`src/sv/bfba_ram.sv`:
```
// generic single-port ram with registered read
module bfba_ram #(
  parameter int WIDTH = 8,
  parameter int DEPTH = 16
) (
  input  logic                     clk,
  input  logic                     we,
  input  logic [$clog2(DEPTH)-1:0] addr,
  input  logic [WIDTH-1:0]         wdata,
  output logic [WIDTH-1:0]         rdata
);

  logic [WIDTH-1:0] store [DEPTH];

  always_ff @(posedge clk) begin
    if (we) begin
      store[addr] <= wdata;
    end
    rdata <= store[addr];
  end

endmodule

```
`config.mk`:
```
export PLATFORM = sky130hd
export DESIGN_NAME = bfba_ram
export DESIGN_NICKNAME = d
export VERILOG_FILES = /design/src/sv/bfba_ram.sv
export SDC_FILE = /design/constraint.sdc
export NUM_CORES = 1
export LEC_CHECK = 0
export ABC_CLOCK_PERIOD_IN_PS = 1500
export BUFFER_PORTS_ARGS = -buffer_cell sky130_fd_sc_hd__buf_2
export CAP_MARGIN = 20
export CORE_UTILIZATION = 35
export CTS_CLUSTER_SIZE = 28
export DETAILED_ROUTE_END_ITERATION = 10
export GPL_TIMING_DRIVEN = 0
export SLEW_MARGIN = 10
export SYNTH_ARGS = -nofsm -noshare
export SYNTH_HDL_FRONTEND = slang
export SYNTH_SLANG_ARGS = --single-unit
```
`constraint.sdc`:
```
create_clock -name clk -period 1.5 [get_ports clk]
set_input_delay 0.075 -clock clk [delete_from_list [all_inputs] [get_ports clk]]
set_output_delay 0.075 -clock clk [all_outputs]
set_load 0.01 [all_outputs]
```
**After elaboration in Yosys (flattened, before gate mapping)**

Memory sizes are Yosys's and may differ from the RTL's. A register that Yosys moved wholly into a read port is not among the register bits.
Cells that the tools add are included.

- Mux-type cells: 2

Operators by type and width:

| operator | number |
|---|---|
| 1-bit two-way mux | 2 |

- Bits in registers: 0
- Memory bits (writable): 128
- Input bits: 14
- Output and inout port bits: 8
- Logic and storage cells: 3
- Memories kept: 1

Memory list:

| name | words | bits a word | read ports | clocked after Yosys merged registers in | wr ports | line | RTL |
|---|---|---|---|---|---|---|---|
| store | 16 | 8 | 1 | 1 | 1 | 13 | `logic [WIDTH-1:0] store [DEPTH];` |

**Logic depth before layout (Yosys ltp)**

- Depth after elaboration: 2
- Depth in mapped cells: 5
- Gate-level depth less buffers: 3

**Worst setup path after synthesis**

OpenSTA, ideal clock, no wires.

- Kind: input to register
- From: input addr[2]
- To: memory store[0][0] (enable)
- Setup time: 383 ps
- Data arrival time: 1185 ps
- Data required time: 1117 ps
- Path slack: -68 ps
- Cell stages on the path: 2
- Buffers on the path: 0
- Path through: or3b_2 > nor3_1

RTL lines:

| what | line | RTL |
|---|---|---|
| start: declaration | 8 | `input logic [$clog2(DEPTH)-1:0] addr,` |
| end: declaration | 13 |  |

No word-level cell before the write port.

==> flow_metrics.py <==
metrics = {
    "status": {
        "outcome": "complete, no violations",
    },
    "timing": {
        "grt_setup_unrepaired": "false",
        "finalSetupViolations": 0,
        "measured_slew_at_the_worst_slew_check_pin_ns": 0.773,
        "holdWs_ns": 0.0671,
        "final.min_clock_period_ns": 1.43,
        "achievable-frequency_mhz": 700,
        "final-max-slew-violation-count": 0,
        "timing.final.ws_setup_ns": 0.0706,
        "final_hold_viol_count": 0,
        "timing.final.crit_share": 0.953,
        "relSlewSlack": 0.482,
        "timing.clock.skew_ns": 0.00782,
    },
    "critical_path": {
        "critPathRequiredTime_ns": 1.77,
        "setup.reg_to_reg.worst_slack_ns": 0.07,
        "length_in_cells_of_the_worst_reg_to_reg_path": 3,
        "critical_path.max_fanout": 1,
        "critPathCaptureType": "flip-flop",
        "start_kind": "flip-flop",
        "setup.worst_path.class": "reg2reg",
        "data_arrival_time_at_the_worst_slack_endpoint_ns": 1.70,
        "r2r-end": "rdata[5]",
        "worstReg2RegStart": "store[15][5]",
    },
    "yosys": {
        "synth-warning-count": 0,
        "yosysTopAreaCellShare": 0.759,
        "synthesized_net_count": 244,
        "ys_ff_latch": 136,
        "yosys-top-cells-area": "sky130_fd_sc_hd__edfxtp_1 (76%), sky130_fd_sc_hd__mux4_2 (14%), sky130_fd_sc_hd__dfxtp_1 (3.2%)",
        "syn_area_per_cell_um2": 22.0,
        "netlist_area_um2": 5070,
        "sequential_area_share_after_synthesis": 0.790,
        "postSynthCellCount": 230,
        "yosys.area.top_type": "sky130_fd_sc_hd__edfxtp_1",
        "post_synth_num_cell_types": 18,
    },
    "global_routing": {
        "grt.overflow.total": 0,
        "grt_max_degree": 17,
        "grt_antenna_before_repair": 0,
        "global_route_wire_length_before_repair_um": 14800,
        "global_route.usage.total": 0.147,
        "first_global_vias": 2395,
    },
    "job": {
        "max-cap-violations": 0,
    },
    "route": {
        "wl_per_cell_um": 21.2,
        "wl_um": 9830,
        "dr.first_iter.drc_count": 253,
        "detail-route-antenna-nets": 0,
        "dr.pass1.iters": 4,
        "viasPerCell": 5.03,
        "route.detailed.drc": 0,
        "routed-via-count": 2329,
    },
    "floorplan": {
        "design.portCount": 22,
        "fp.coreArea_um2": 14000,
        "chipHeight_um": 122,
        "floorplan.die.width_um": 122,
        "floorplan_die_area_um2": 15000,
        "row_count": 43,
        "start_util": 0.362,
    },
    "placed_design": {
        "numPortBuffers": 19,
        "hpwlAfterDp_um": 6280,
        "routabilityCongestion": 0.697,
        "place_worst_setup_slack_ns": -0.609,
        "placed_inst_area_um2": 5410,
        "placedCellCount": 431,
    },
    "final_layout": {
        "antennaDiodeCount": 0,
        "area_growth_syn_to_layout_pct": 20.9,
        "filler_instances": 1211,
        "final_layout_net_count": 284,
        "final_cell_area_um2": 6120,
        "post_layout_nonfiller_instances": 463,
        "drive_gt1_frac": 0.367,
    },
    "power_and_ir_drop": {
        "power_density_cells_nw_per_um2": 1520,
        "fin_total_pwr_w": 0.00928,
        "power.ir.vdd_worst_v": 0.000756,
        "power_leakage_nw": 1.96,
    },
    "clock_tree": {
        "cts_hold_repair.buffers": 0,
        "clk_pin_slew_ns": 0.05,
        "clockRootBuffer": "sky130_fd_sc_hd__clkbuf_16",
        "cts_tree": "built",
        "cts_max_path_buffers": 2,
        "clock_insertion_delay_worst_skew_ns": 0.41,
        "cts.htree.levels": 4,
        "cts_made_buffers": 17,
        "clock_sink_count": 136,
    },
    "min_path": {
        "hold_path_endpoint": "store[7][3]",
        "worstHoldPathType": "in2reg",
        "timing.hold.worst_path_depth": 1,
        "min_from": "wdata[3]",
    },
}
-- metal layers --
metal	track usage	wire length, um
met1	0.201	4490
met2	0.224	4800
met3	0.0432	434
met4	0.0526	106
met5	0	0
-- what timing repair did --
action / in CTS / in global routing
endpoints found under the setup margin: 80 / 72
pin swaps: 0 / 0
setup buffers: 0 / 0
gates resized for setup: 7 / 10
-- sequential cells by signal, indices dropped and copies added (netlist names) --
signal	count
rdata	8
store	128
-- per-stage QoR --
stage,util,TNS [ns]
2_1_floorplan,-,-0.473
3_3_place_gp,0.386,-68.51
3_5_place_dp,0.387,-58.33
4_1_cts,0.435,-5.26
5_1_grt,0.438,0
6_report,0.438,0
-- critical path, cell delays in order (launching register included) --
cell and delay [ns]:
sky130_fd_sc_hd__edfxtp_1 0.37, sky130_fd_sc_hd__mux4_2 0.51, sky130_fd_sc_hd__a22oi_1 0.27, sky130_fd_sc_hd__nand2_1 0.14
-- synthesized netlist by cell type --
cell type / count
sky130_fd_sc_hd__a22oi_1: 16
sky130_fd_sc_hd__and2_1: 1
sky130_fd_sc_hd__buf_1: 4
sky130_fd_sc_hd__buf_2: 2
sky130_fd_sc_hd__buf_6: 2
sky130_fd_sc_hd__clkbuf_1: 2
sky130_fd_sc_hd__clkbuf_2: 1
sky130_fd_sc_hd__dfxtp_1: 8
sky130_fd_sc_hd__edfxtp_1: 128
sky130_fd_sc_hd__mux4_2: 32
sky130_fd_sc_hd__nand2_1: 9
sky130_fd_sc_hd__nand2b_1: 2
sky130_fd_sc_hd__nand3_1: 1
sky130_fd_sc_hd__nand3b_1: 2
sky130_fd_sc_hd__nor2_1: 13
sky130_fd_sc_hd__nor2b_1: 2
sky130_fd_sc_hd__nor3_1: 4
sky130_fd_sc_hd__or3b_2: 1
-- worst max path at each step --
stage | slack [ns] | from | end
after detailed placement | -0.61 | addr[1] | store[15][5]
after CTS | -0.18 | addr[1] | store[11][2]
after floorplan | -0.01 | addr[1] | store[12][0]
after global routing | 0.05 | store[15][5] | rdata[5]
after global placement | -0.64 | addr[1] | store[8][4]
final | 0.07 | store[15][5] | rdata[5]
-- where the power goes --
group,internal [W],switching (W)
Sequential,0.00425,0.0000186
Clock,0.00311,0.00149
Combinational,0.000164,0.000256
-- cell type report --
cell class,count,area (um^2),area share
timing repair buffer,21,110,0.0180
buffer,11,61.3,0.0100
clock buffer,19,433,0.0707
multi-input combinational,83,1060,0.174
sequential,136,4000,0.654
clock inverter,13,228,0.0372
tap,180,225,0.0368
-- placed cells by master (no fill, tap or decap), types with 3 or more instances in the layout --
| master | n |
|---|---|
| sky130_fd_sc_hd__nor2_2 | 8 |
| sky130_fd_sc_hd__dfxtp_1 | 8 |
| sky130_fd_sc_hd__clkinvlp_4 | 5 |
| sky130_fd_sc_hd__buf_2 | 21 |
| sky130_fd_sc_hd__edfxtp_1 | 128 |
| sky130_fd_sc_hd__a22oi_1 | 16 |
| sky130_fd_sc_hd__nor2_4 | 4 |
| sky130_fd_sc_hd__nand2_1 | 9 |
| sky130_fd_sc_hd__clkbuf_1 | 4 |
| sky130_fd_sc_hd__bufinv_16 | 6 |
| sky130_fd_sc_hd__buf_1 | 3 |
| sky130_fd_sc_hd__mux4_2 | 32 |
| sky130_fd_sc_hd__clkbuf_16 | 17 |
-- kinds of logic (layout without fill, tap and decap cells) --
group / after synthesis / after routing / share of synthesized area
flip-flops: 136 / 136 / 0.790
AND/OR/NAND/NOR: 35 / 35 / 0.0321
multiplexers: 32 / 32 / 0.142
AO/OA/AOI/OAI: 16 / 16 / 0.0237
buffers and inverters: 11 / 64 / 0.0119
Power figures use the tool's default switching activity.
