`config.mk`:
```
export PLATFORM = sky130hd
export DESIGN_NAME = bfba_alu
export DESIGN_NICKNAME = d
export VERILOG_FILES = /design/src/sv/bfba_pkg.sv /design/src/sv/bfba_alu.sv
export SDC_FILE = /design/constraint.sdc
export NUM_CORES = 1
export LEC_CHECK = 0
export ABC_CLOCK_PERIOD_IN_PS = 3800
export BUFFER_PORTS_ARGS = -buffer_cell sky130_fd_sc_hd__buf_2
export CORE_MARGIN = 2
export CORE_UTILIZATION = 45
export DETAILED_ROUTE_END_ITERATION = 7
export PLACE_DENSITY = 0.79
export REMOVE_ABC_BUFFERS = 1
export SYNTH_ARGS = -nofsm -noshare
export SYNTH_HDL_FRONTEND = slang
export SYNTH_SLANG_ARGS = --single-unit
```
`constraint.sdc`:
```
create_clock -name vclk -period 3.8
set_input_delay 0.57 -clock vclk [all_inputs]
set_output_delay 0.57 -clock vclk [all_outputs]
set_load 0.1 [all_outputs]
```
`src/sv/bfba_pkg.sv`:
```
// shared constants, header layout and shared-adder types for the allocator
package bfba_pkg;

  localparam int HEAP_GRANULES = 4096;
  localparam int GRANULE_BYTES = 16;
  localparam int HEADER_BYTES  = 8;

  localparam int REQ_W      = 16;
  localparam int OUT_W      = 16;
  localparam int GRAN_SHIFT = $clog2(GRANULE_BYTES);

  // header index reaches HEAP_GRANULES itself (end mark slot)
  localparam int IDX_W      = $clog2(HEAP_GRANULES + 1);
  localparam int SIZE_W     = IDX_W;
  localparam int WORD_W     = SIZE_W + 2;
  localparam int STORE_DEPTH = HEAP_GRANULES + 1;

  localparam int ROUND_ADD  = HEADER_BYTES + GRANULE_BYTES - 1;
  localparam int NEED_MAX   = ((1 << REQ_W) - 1 + ROUND_ADD) / GRANULE_BYTES;
  localparam int NEED_BITS  = $clog2(NEED_MAX + 1);
  localparam int CMP_W      = (SIZE_W > NEED_BITS) ? SIZE_W : NEED_BITS;
  localparam int ALU_W      = (REQ_W + 1 > IDX_W + 1) ? REQ_W + 1 : IDX_W + 1;

  // header word layout
  localparam int BUSY_POS   = 0;
  localparam int PREV_POS   = 1;
  localparam int SIZE_SHIFT = 2;

  localparam logic [WORD_W-1:0] END_MARK  = WORD_W'(1);
  localparam logic [WORD_W-1:0] INIT_WORD = {SIZE_W'(HEAP_GRANULES), 1'b1, 1'b0};

  typedef enum logic [1:0] {
    ALU_ADD = 2'b01,
    ALU_SUB = 2'b10
  } alu_op_t;

  typedef struct packed {
    alu_op_t          op;
    logic [ALU_W-1:0] a;
    logic [ALU_W-1:0] b;
  } alu_req_t;

  typedef struct packed {
    logic [ALU_W-1:0] sum;
    logic             zero;
  } alu_rsp_t;

endpackage

```
`src/sv/bfba_alu.sv`:
```
// shared adder / subtractor used by the idle, eval, alloc and split steps of the sequencer
module bfba_alu (
  input  bfba_pkg::alu_req_t req,
  output bfba_pkg::alu_rsp_t rsp
);
  import bfba_pkg::*;

  logic [ALU_W-1:0] result;

  always_comb begin
    unique case (req.op)
      ALU_ADD: result = req.a + req.b;
      ALU_SUB: result = req.a - req.b;
      default: result = '0;
    endcase
  end

  assign rsp.sum  = result;
  assign rsp.zero = (result == '0);

endmodule

```
After elaboration in Yosys (flattened, before gate mapping)
Cells that the tools add are included.
{"block": "op_classes", "n_addsub": 2, "mul": 0, "div": 0, "magnitude_cmp": 0, "n_eq_ne": 2, "n_shift": 0, "muxes": 1, "bitwise": 0, "reduce_logical": 1}
{"op": "17-bit one-hot mux with 2 select lines", "count": 1}
{"op": "17-bit adder", "count": 1}
{"op": "17-bit zero test", "count": 1}
{"op": "17-bit subtractor", "count": 1}
{"op": "2-bit by 1-bit equality test with 1-bit output (second input constant)", "count": 1}
{"op": "2-bit equality test (second input constant)", "count": 1}
{"block": "word_totals", "regBits": 0, "latchBits": 0, "ram_bits": 0, "mem_bits_ro": 0, "input_bits": 36, "output_inout_bits": 18, "wordCells": 6, "memories": 0}

Depth between registers and ports, before layout
Gate-level depths: netlist (run 1).
{"block": "logic_depth", "word_depth": 3, "depth_mapped": 16, "depth_no_buf": 15}

Worst setup path after synthesis (run 1)
Ideal clock, no wire load.
{"block": "synth_path", "kind": "in2out", "startpoint": "input req[34] in the netlist's numbering", "endpoint": "output rsp[0] in the netlist's numbering", "arrival_ps": 5387, "t_required_ps": 3230, "path_slack_ps": -2157, "stages": 15, "n_path_buf": 2, "path_cell_list": "inv_1 -> ha_1 -> clkbuf_1 -> clkbuf_1 -> nor2_1 -> xnor2_1 -> ha_1 -> nor2b_4 -> o31a_1 -> a211oi_1 -> nor3_1 -> o21ai_0 -> nor4_2 -> o211ai_1 -> nor4_2"}
{"element": "start, declared", "line_no": "bfba_alu.sv:3", "source": "input bfba_pkg::alu_req_t req,"}
{"element": "end, declared", "line_no": "bfba_alu.sv:4", "source": "output bfba_pkg::alu_rsp_t rsp"}

==> results by stage, run 1 <==
Placed design:
- The number of port buffers is 54.
- After legalization and detailed placement, the total HPWL measured 3504 µm.
- The congestion estimate from routability-driven global placement came to 0.8350.
- Once placement completed, the tool counted placed cells totaling 322.

GRT:
- The via count of the first global-routing pass is 1910.
- The wire length of the first global-routing pass is 8300 µm.
- Global routing finished with a remaining overflow of 0.
- The initial antenna violation count is 0.
- Entering global routing, the biggest net connects 16 pins.
- The combined global-route utilization of all metal layers is 0.3086.

Clock tree:
- Hold repair after CTS inserted 0 buffers.

Floorplan:
- After floorplanning, the core was divided into 19 placement rows.
- The area inside the core boundary is 0.002734 mm².
- The floorplan die area is 0.003296 mm².
- The number of I/O pins is 54.
- The vertical die dimension is 57.41 µm.
- The effective utilization at floorplan is 0.4696.
- The x dimension of the die is 57.41 µm.

Logic synthesis:
- The count of different cell masters after synthesis is 45.
- The synthesis warning total is 0.
- For this run, the register share of the synthesized area comes to 0.
- Synthesis produced a netlist whose cell count is 184.
- The post-synthesis average cell area is 6.977 µm².
- After synthesis the cells add up to 0.001284 mm².

STA:
- The number of max-slew violations in the final report is 0.
- The fmax is 230.3 MHz.
- The final-report hold violation count is 0.
- Setup repair after global routing could not meet its margin everywhere.
- Setup violations remaining at the end of the flow were counted as 6.
- The ratio of final minimum period to clock period is 1.143.
- In the post-route analysis, the smallest setup slack over all paths is -0.5421 ns.
- The time the worst path needs with I/O delays and setup is 4.342 ns.
- The headroom to the max-slew limit is 0.6768.
- The measured slew at the worst slew-check pin is 0.4882 ns.

Setup path:
- The arrival time reported for the critical path endpoint is 3.77 ns.
- The required time reported for the critical path endpoint is 3.23 ns.
- The critical path capture point type is an output port.
- Of all nets on the critical path, the largest fanout is 4.
- The worst setup path is of the in2out kind.
- The type of element launching the critical path is an input pin.

Detailed routing:
- The number of DRC markers in iteration 0 is 106.
- The final routed wirelength across all metal layers is 6309 µm.
- After detailed routing, the average wire length per cell comes to 19.00 µm.
- The first-pass iteration count of the detailed router is 5.
- Using the TritonRoute via totals, the vias-per-cell ratio works out to 6.114.
- For this run, design rule violations remaining after detail routing come to 0.
- The detailed-route via count is 2030.
- The number of nets with antenna violations after routing is 0.

Finish:
- The sequential cell area in the final layout is 0 µm².
- In the layout the commonest cells are sky130_fd_sc_hd__buf_4, sky130_fd_sc_hd__buf_2, sky130_fd_sc_hd__nor2_1, sky130_fd_sc_hd__ha_1.
- The most common library cell in the layout ignoring fill and taps is sky130_fd_sc_hd__buf_4.
- Compared with the post-synthesis result, the final layout area differs by 93.47%.
- Of the cells placed in the final design, the portion with a size suffix greater than 1 is 0.5449.
- Excluding fillers, the count of instances in the completed layout stands at 332.
- After the last flow step, the layout net total stands at 358.
- The number of antenna diodes in the final layout is 0.
- The number of filler cells placed in the layout is 105.
- The layout has 0 clock buffers.
- There are 0 flip-flops and latches.

Pwr:
- The post-layout total power is 976.0 µW.
- The leakage power is 0.001209 µW.
- VDD sags by at most 0.4188 mV.
- The power per cell area is 393.0 mW/mm².

Outcome:
- The flow ran to the end, but the final reports show violations.
- The final reports fail on setup timing.

Run:
- Max-cap violations in this run came to 0.

Worst hold path:
- The worst hold-check path type is in2out.
## final timing paths
kind	from	to	slack [ns]	cells after the start
worst min-delay path	req[35]	rsp[1]	1.78	4
worst max-delay path	req[4]	rsp[0]	-0.54	18
## cell usage after synthesis (all sizes together) (2+ instances only)
cell    count  share of area
o21ai      13          0.054
clkbuf      3          0.017
nor2b       2          0.016
and2        3          0.017
a21oi      17          0.069
xnor2      15           0.10
ha         18           0.18
nand2       8          0.023
inv        12          0.035
a31o        2          0.014
a21o        4          0.025
o21bai      3          0.018
a211oi      2          0.012
buf         2          0.018
nor2       30          0.094
a31oi       5          0.024
nor3        8          0.039
nor4        4          0.029
xor2       11          0.075
nand3       2         0.0078
o31a        2          0.014
a41oi       2          0.014
o21a        5          0.029
## where the power goes
part / internal, µW / leakage, µW / switching, µW
clock: 0 / 0 / 0
sequential: 0 / 0 / 0
combinational: 400 / 0.00121 / 576
## metrics by stage
step	setup TNS (ns)	util	setup WS [ns]	area (µm²)	hold slack (ns)
2_1_floorplan	-11.41	-	-1.946	1240	1.614
3_3_place_gp	-0.6116	0.8082	-0.3744	2210	1.751
3_5_place_dp	-0.9320	0.8082	-0.4239	2210	1.751
4_1_cts	-0.5442	0.8618	-0.3350	2356	1.760
5_1_grt	-2.168	0.9085	-0.6519	2484	1.783
6_report	-1.288	0.9085	-0.5421	2484	1.778
## what timing repair did
item / in CTS / in global routing
buffers inserted: 6 / 5
resized for setup: 27 / 20
setup endpoints to repair: 6 / 10
pin swaps: 20 / 18
## kinds of logic after synthesis
kind of cell | Yosys count | share of synthesized area
compound gates | 59 | 0.2983
xor+xnor | 26 | 0.1774
fa+ha+maj | 19 | 0.1910
buf+inv | 17 | 0.06920
mux | 1 | 0.008771
simple gates | 62 | 0.2554
## worst max-delay path, cell delays in order
cell and delay, ns:
sky130_fd_sc_hd__buf_6 0.09, sky130_fd_sc_hd__nor3_2 0.15, sky130_fd_sc_hd__buf_4 0.15, sky130_fd_sc_hd__a31oi_4 0.09
sky130_fd_sc_hd__o21bai_4 0.19, sky130_fd_sc_hd__nor2_2 0.12, sky130_fd_sc_hd__xor2_1 0.18, sky130_fd_sc_hd__ha_1 0.31
sky130_fd_sc_hd__a21oi_2 0.21, sky130_fd_sc_hd__o21ai_2 0.08, sky130_fd_sc_hd__or3_1 0.33, sky130_fd_sc_hd__o21ai_2 0.16
sky130_fd_sc_hd__buf_4 0.13, sky130_fd_sc_hd__o21ai_2 0.06, sky130_fd_sc_hd__xnor2_2 0.21, sky130_fd_sc_hd__nor2_4 0.06
sky130_fd_sc_hd__nor4_2 0.30, sky130_fd_sc_hd__bufbuf_16 0.36
## final cells by class
cell class | count | area [µm²] | share of cell area
Multi-Input combinational cell | 167 | 1345 | 0.5416
Inverter | 12 | 45.04 | 0.01814
Tap cell | 31 | 38.79 | 0.01562
Timing Repair Buffer | 122 | 1055 | 0.4247
## routing by layer
layer  global-route usage  vias to the layer above  share of wire  routed length (µm)
met5                    0                        -              0                   0
met4              0.09967                        0          0.051                 320
met3              0.01814                       38          0.069                 438
met2               0.5860                      152           0.50                3146
met1               0.3624                      939           0.38                2404
li1                     -                      901              -                   -
Power figures use the tool's default switching activity.
==> run 2: changes to the inputs <==
--- a/config.mk
+++ b/config.mk
@@ -7,10 +7,12 @@
 export LEC_CHECK = 0
 export ABC_CLOCK_PERIOD_IN_PS = 3800
 export BUFFER_PORTS_ARGS = -buffer_cell sky130_fd_sc_hd__buf_2
+export CELL_PAD_IN_SITES_DETAIL_PLACEMENT = 0
+export CELL_PAD_IN_SITES_GLOBAL_PLACEMENT = 2
 export CORE_MARGIN = 2
-export CORE_UTILIZATION = 45
+export CORE_UTILIZATION = 24
 export DETAILED_ROUTE_END_ITERATION = 7
-export PLACE_DENSITY = 0.79
+export PLACE_DENSITY_LB_ADDON = 0.1
 export REMOVE_ABC_BUFFERS = 1
 export SYNTH_ARGS = -nofsm -noshare
 export SYNTH_HDL_FRONTEND = slang
==> results by stage, run 2 (synthesis gave the netlist of run 1 again) <==
Finish:
- The final-stage net count came to 364 (+1.7%).
- The filler-free cell count of the finished design is 377 (+14%).
- The sequential cell area in the final layout is 0 µm² (unchanged).
- The design area is 0.002651 mm² (+6.8%).
- The number of sequential storage elements is 0 (unchanged).
- The share of layout cells above drive strength 1 is 0.5896 (+0.04473).
- The clock buffer count in the final layout is 0 (unchanged).
- The antenna cell count was 0 (unchanged).
- In the layout the commonest cells are sky130_fd_sc_hd__buf_4, sky130_fd_sc_hd__buf_2, sky130_fd_sc_hd__nor2_1, sky130_fd_sc_hd__ha_1, sky130_fd_sc_hd__buf_12.
- The most common library cell in the layout ignoring fill and taps is sky130_fd_sc_hd__buf_4.
- Compared with the post-synthesis result, the final layout area differs by 106.5%.

Pwr:
- The maximum vdd drop is 0.2212 mV (-47%).
- The clock network fraction of total power is 0 (unchanged).
- The design internal power is 415.9 µW (+4.0%).
- The reported net switching power is 551.4 µW (-4.3%).
- The sequential share of power is 0 (unchanged).
- The power per cell area is 364.8 mW/mm² (-7.2%).
- The switching share of power was 0.5700 (-0.02018).
- The power share of the combinational group is 1.000 (about the same).
- The leakage power is 0.001258 µW (+4.1%).

STA:
- The ratio of final minimum period to clock period was 1.061 (-0.08195).
- The measured slew at the worst slew-check pin was 0.4846 ns (-0.003653 ns).
- The headroom to the max-slew limit came to 0.6792 (+0.002419).
- The time the worst path needs with I/O delays and setup came to 4.031 ns (-0.3114 ns).
- The number of max-slew violations in the final report came to 0 (unchanged).
- The final worst-path setup slack is -0.2307 ns (+0.3114 ns).
- The number of setup violations in the final report is 2 (-4).
- The fmax is 248.1 MHz (+7.7%).
- Setup repair after global routing could not meet its margin everywhere.
- The final-report hold violation count is 0 (unchanged).

Setup path:
- Walking the worst path, the cells encountered are buf_2, inv_1, ha_1, buf_4, nor2_2, xnor2_1, ha_1, nor2b_4, o31a_1, o211a_1, buf_4, o21ai_4, o21ai_2, xnor2_2, nor2_4, nor4_4, buf_12.
- The critical path capture point type is an output port.
- The maximum fanout along the worst path was 5 (+1).
- The required time reported for the critical path endpoint is 3.23 ns (about the same).
- The slowest cell on the critical path is sky130_fd_sc_hd__o31a_1.
- The type of element launching the critical path is an input pin.
- By startpoint and endpoint, the worst setup path is classified as in2out.
- The arrival time reported for the critical path endpoint is 3.46 ns (-0.31 ns).
- The delay contributed by the slowest stage of the critical path is 0.30 ns (-0.06 ns).

Floorplan:
- The vertical die dimension came to 77.14 µm (+34%).
- The area inside the core boundary is 0.005140 mm² (+88%).
- The number of standard-cell rows in the floorplan is 26 (+7).
- The effective utilization at floorplan is 0.2498 (-0.2198).
- The number of I/O pins came to 54 (unchanged).
- The x dimension of the die is 77.14 µm (+34%).
- The floorplan die area is 0.005950 mm² (+81%).

GRT:
- The via count of the first global-routing pass is 1577 (-17%).
- The largest net degree at the start of global routing is 16 (unchanged).
- The combined global-route utilization of all metal layers is 0.1348 (-0.1738).
- The aggregate global routing overflow is 0 (unchanged).
- The initial antenna violation count came to 0 (unchanged).
- The wire length of the first global-routing pass is 6865 µm (-17%).

Placed design:
- The number of port buffers is 54 (unchanged).
- The placed instance area is 0.002333 mm² (+5.6%).
- The number of cells after detailed placement was 371 (+15%).
- The HPWL after detailed placement is 3675 µm (+4.9%).
- The global placer's final weighted congestion is 0.7576 (-9.3%).

Detailed routing:
- The number of design rule violations left after detail routing is 0 (unchanged).
- The detailed-route via count is 1689 (-17%).
- The met2 wire length was 2122 µm (-33%).
- The first-pass iteration count of the detailed router came to 4 (-1).
- The number of DRC markers in iteration 0 is 57 (-46%).
- The average wire length per cell after detail routing is 11.30 µm (-41%).
- The final routed wirelength across all metal layers is 4260 µm (-32%).
- The total length of routed met3 wires came to 109 µm (-75%).
- The number of nets with antenna violations after routing is 0 (unchanged).
- The uppermost metal layer occupied by signal nets is met3.
- The routed length on met1 is 2028 µm (-16%).
- The via-per-instance ratio is 4.480 (-27%).

Outcome:
- The final reports fail on setup timing.
- The run finished, with violations left.

Run:
- The reported max-cap violation count came to 0 (unchanged).

Worst hold path:
- The path class of the tightest hold or removal check is in2out.
==> run 2: cell count changes in the layout (fill, tap and decap cells not counted), sizes merged <==
cell,before,now
buf,121,128
bufbuf,1,0
==> run 2: area by class of cell <==
type                       count  area (µm²)
multi-input combinational    167        1429
inverter                      12       45.04
tap                           70       87.58
fill                         557        2489
timing repair buffer         128        1090
==> run 2: power by group through the flow <==
stage                     sequential (µW)  combinational [µW]  clock (µW)
after global placement                  0                 878           0
after detailed placement                0                 879           0
after CTS                               0                 904           0
final                                   0                 967           0
after floorplan                         0                 516           0
after global routing                    0                1020           0
==> run 2: timing repair <==
item / CTS / global route
hold buffers: 0 / 0
endpoints found under the setup margin: 6 / 10
setup buffers: 1 / 5
hold endpoints to repair: 0 / 0
gates resized for setup: 21 / 39
pin swaps: 26 / 31
==> run 2: layer usage <==
layer,track usage,vias up
met2,0.2496,32
met4,0,0
met3,0.004706,0
met5,0,-
met1,0.1835,749
li1,-,908
==> run 2: final timing paths <==
| path | startpoint | to | depth (start not counted) | slack (ns) |
|---|---|---|---|---|
| max | req[1] | rsp[0] | 17 | -0.23 |
| min | req[17] | rsp[1] | 5 | 1.73 |
==> run 2: critical path, delay by kind of cell <==
family	cells	cell delay, ns
AO/OA/AOI/OAI	4	0.82
XOR/XNOR	2	0.34
adder cells (fa/ha/maj)	2	0.46
buffers and inverters	5	0.66
AND/OR/NAND/NOR	4	0.61
==> run 2: metrics by stage <==
stage | power [µW] | setup TNS [ns] | util | worst slack (ns) | hold slack [ns]
after floorplan | 516.1 | -11.41 | - | -1.946 | 1.614
after global placement | 878.2 | -1.062 | 0.4540 | -0.4679 | 1.733
after detailed placement | 878.7 | -1.034 | 0.4540 | -0.4525 | 1.729
after CTS | 903.9 | -0.4483 | 0.4737 | -0.2580 | 1.730
after global routing | 1025 | -1.052 | 0.5158 | -0.3986 | 1.773
final | 967.3 | -0.2532 | 0.5158 | -0.2307 | 1.726
==> run 3: changes to the inputs <==
--- a/config.mk
+++ b/config.mk
@@ -5,12 +5,13 @@
 export SDC_FILE = /design/constraint.sdc
 export NUM_CORES = 1
 export LEC_CHECK = 0
+export ABC_AREA = 1
 export ABC_CLOCK_PERIOD_IN_PS = 3800
 export BUFFER_PORTS_ARGS = -buffer_cell sky130_fd_sc_hd__buf_2
 export CELL_PAD_IN_SITES_DETAIL_PLACEMENT = 0
 export CELL_PAD_IN_SITES_GLOBAL_PLACEMENT = 2
 export CORE_MARGIN = 2
-export CORE_UTILIZATION = 24
+export CORE_UTILIZATION = 23
 export DETAILED_ROUTE_END_ITERATION = 7
 export PLACE_DENSITY_LB_ADDON = 0.1
 export REMOVE_ABC_BUFFERS = 1
==> results by stage, run 3 <==
Outcome:
- The run finished with clean final reports.

STA:
- The time the worst path needs with I/O delays and setup is 3.674 ns (-0.3572 ns).
- The number of setup violations in the final report is 0 (-2).
- The headroom to the max-slew limit is 0.5397 (-0.1395).
- The number of max-slew violations in the final report is 0 (unchanged).
- The fmax was 272.2 MHz (+9.7%).
- The measured slew at the worst slew-check pin came to 0.6897 ns (+0.2052 ns).
- The final hold slack is 1.705 ns (-0.02093 ns).
- The ratio of final minimum period to clock period is 0.9667 (-0.09400).
- The final sum of negative setup slack was 0 ns (+0.2532 ns).
- Setup repair after global routing could not meet its margin everywhere.
- The final-report hold violation count is 0 (unchanged).

Floorplan:
- The area inside the core boundary is 0.007137 mm² (+39%).
- The vertical die dimension is 89.22 µm (+16%).
- The effective utilization at floorplan is 0.2340 (-0.01571).
- The number of standard-cell rows in the floorplan came to 31 (+19%).
- The number of I/O pins is 54 (unchanged).
- The floorplan die area is 0.007960 mm² (+34%).
- The x dimension of the die came to 89.22 µm (+16%).

Detailed routing:
- The number of DRC markers in iteration 0 came to 63 (+11%).
- The via-per-instance ratio is 4.107 (-8.3%).
- The number of nets with antenna violations after routing is 0 (unchanged).
- The average wire length per cell after detail routing came to 10.35 µm (-8.4%).
- The number of design rule violations left after detail routing is 0 (unchanged).
- The detailed-route via count is 2140 (+27%).
- The first-pass iteration count of the detailed router came to 4 (unchanged).
- The final routed wirelength across all metal layers is 5392 µm (+27%).

Finish:
- The signed area change from the synthesized netlist to the final layout is 72.21%.
- The antenna cell count is 0 (unchanged).
- The number of sequential storage elements was 0 (unchanged).
- Leaving out fill and tap cells, the most frequent cell in the layout is sky130_fd_sc_hd__nand2_1.
- The clock buffer count in the final layout is 0 (unchanged).
- In the layout the commonest cells are sky130_fd_sc_hd__nand2_1, sky130_fd_sc_hd__inv_1, sky130_fd_sc_hd__buf_2, sky130_fd_sc_hd__buf_4, sky130_fd_sc_hd__nand3_1.
- The share of layout cells above drive strength 1 is 0.3863 (-0.2033).
- The final-stage net count was 479 (+32%).
- The sequential cell area in the final layout is 0 µm² (unchanged).

Setup path:
- The arrival time reported for the critical path endpoint is 3.10 ns (-0.36 ns).
- The worst setup path is launched from an input pin.
- The maximum fanout along the worst path is 5 (unchanged).
- The critical path capture point type is an output port.
- The required time reported for the critical path endpoint is 3.23 ns (about the same).
- By startpoint and endpoint, the worst setup path is classified as in2out.

Logic synthesis:
- The instance count of the mapped netlist is 329 (+79%).
- The post-synthesis average cell area is 5.077 µm² (-27%).
- Of all cell types, the one taking the most synthesized area is sky130_fd_sc_hd__nand2_1.
- After synthesis, the most frequently instantiated cells are sky130_fd_sc_hd__nand2_1, sky130_fd_sc_hd__inv_1, sky130_fd_sc_hd__nand3_1.
- The synthesis warning total came to 0 (unchanged).
- The share of the yosys chip area belonging to registers is 0 (unchanged).
- Among all cell types in the netlist, the one instantiated most often is sky130_fd_sc_hd__nand2_1.
- The mapped cell area is 0.001670 mm² (+30%).
- The count of different cell masters after synthesis is 28 (-38%).
- Yosys attributes the largest share of cell area to sky130_fd_sc_hd__nand2_1, sky130_fd_sc_hd__inv_1, sky130_fd_sc_hd__ha_1.
- The fraction of post-synthesis cell area in the top cell type by area was 0.2382 (+0.06276).

Placed design:
- The number of port buffers is 54 (unchanged).
- The HPWL after detailed placement came to 4640 µm (+26%).
- The global placer's final weighted congestion is 0.7982 (+5.4%).

Run:
- The reported max-cap violation count is 0 (unchanged).

Pwr:
- The leakage power is 0.001650 µW (+31%).
- The power per cell area was 294.7 mW/mm² (-19%).
- The maximum vdd drop is 0.1176 mV (-47%).
- The post-layout total power is 847.7 µW (-12%).

GRT:
- The aggregate global routing overflow came to 0 (unchanged).
- The combined global-route utilization of all metal layers is 0.1350 (+0.0001690).
- The via count of the first global-routing pass was 1968 (+25%).
- The largest net degree at the start of global routing is 16 (unchanged).
- The initial antenna violation count is 0 (unchanged).
- The wire length of the first global-routing pass is 8687 µm (+27%).

Worst hold path:
- The path class of the tightest hold or removal check is in2out.
## run 3: changes by cell type after synthesis, sizes merged, moves of 7 or more
| cell | change |
|---|---|
| nand3 | +28 |
| nor3 | -7 |
| inv | +73 |
| nand3b | +10 |
| nand2 | +101 |
| xnor2 | -12 |
## run 3: worst max-delay path: stages
cell                      delay, ns
sky130_fd_sc_hd__buf_2         0.13
sky130_fd_sc_hd__inv_1         0.07
sky130_fd_sc_hd__ha_2          0.18
sky130_fd_sc_hd__nand2_2       0.07
sky130_fd_sc_hd__nor2_2        0.10
sky130_fd_sc_hd__buf_4         0.11
sky130_fd_sc_hd__nand3_1       0.06
sky130_fd_sc_hd__nand2_2       0.11
sky130_fd_sc_hd__o21ai_2       0.07
sky130_fd_sc_hd__xor2_1        0.20
sky130_fd_sc_hd__ha_2          0.36
sky130_fd_sc_hd__nand2_2       0.08
sky130_fd_sc_hd__nor2_1        0.05
sky130_fd_sc_hd__and2_4        0.14
sky130_fd_sc_hd__a21oi_2       0.17
sky130_fd_sc_hd__nand3_1       0.11
sky130_fd_sc_hd__nand3_2       0.14
sky130_fd_sc_hd__nand2_2       0.08
sky130_fd_sc_hd__nor2_4        0.12
sky130_fd_sc_hd__buf_12        0.18
## run 3: path summary, 6_finish.rpt
kind | from | to | slack (ns) | depth (start not counted)
setup / recovery | req[1] | rsp[0] | 0.13 | 20
hold / removal | req[35] | rsp[1] | 1.71 | 4
## run 3: power by group
group	switching [µW]	leakage [µW]	internal [µW]
logic	532	0.00165	315
registers	0	0	0
clock network	0	0	0
total	532	0.00165	315
## run 3: cell families after synthesis
group,count (synthesis),share of synthesized area
xor gates and xnor gates,15,0.07865
buffers and inverters,88,0.1985
and+or+nand+nor,185,0.4944
AOI/OAI and AO/OA,22,0.08165
adders and majority gates,19,0.1468
## run 3: per-layer routing
metal | up-vias | share of wire | GRT usage
li1 | 1180 | - | -
met1 | 915 | 0.52 | 0.2035
met2 | 41 | 0.44 | 0.2236
met3 | 4 | 0.026 | 0.0009234
met4 | 0 | 0.011 | 0.01221
met5 | - | 0 | 0
## run 3: layout make-up
type | count | area (µm²)
Fill cell | 815 | 4260
Multi-Input combinational cell | 241 | 1625
Timing Repair Buffer | 94 | 793.3
Inverter | 87 | 334.1
Tap cell | 99 | 123.9
## run 3: per-stage QoR
stage / setup WS, ns / util / instance area, µm² / instances
after global routing: -0.1074 / 0.4031 / 2877 / 521
after detailed placement: -0.1787 / 0.3506 / 2502 / 514
after global placement: -0.2166 / 0.3506 / 2502 / 514
final: 0.1265 / 0.4031 / 2877 / 521
after CTS: -0.009651 / 0.3766 / 2688 / 519
after floorplan: -0.8069 / - / 1665 / 328
## run 3: repair_timing
item | 4_1_cts | 5_1_grt
endpoints found under the setup margin | 3 | 6
resized for setup | 30 | 46
pin swaps | 24 | 21
setup buffers | 5 | 2
hold buffers | 0 | 0
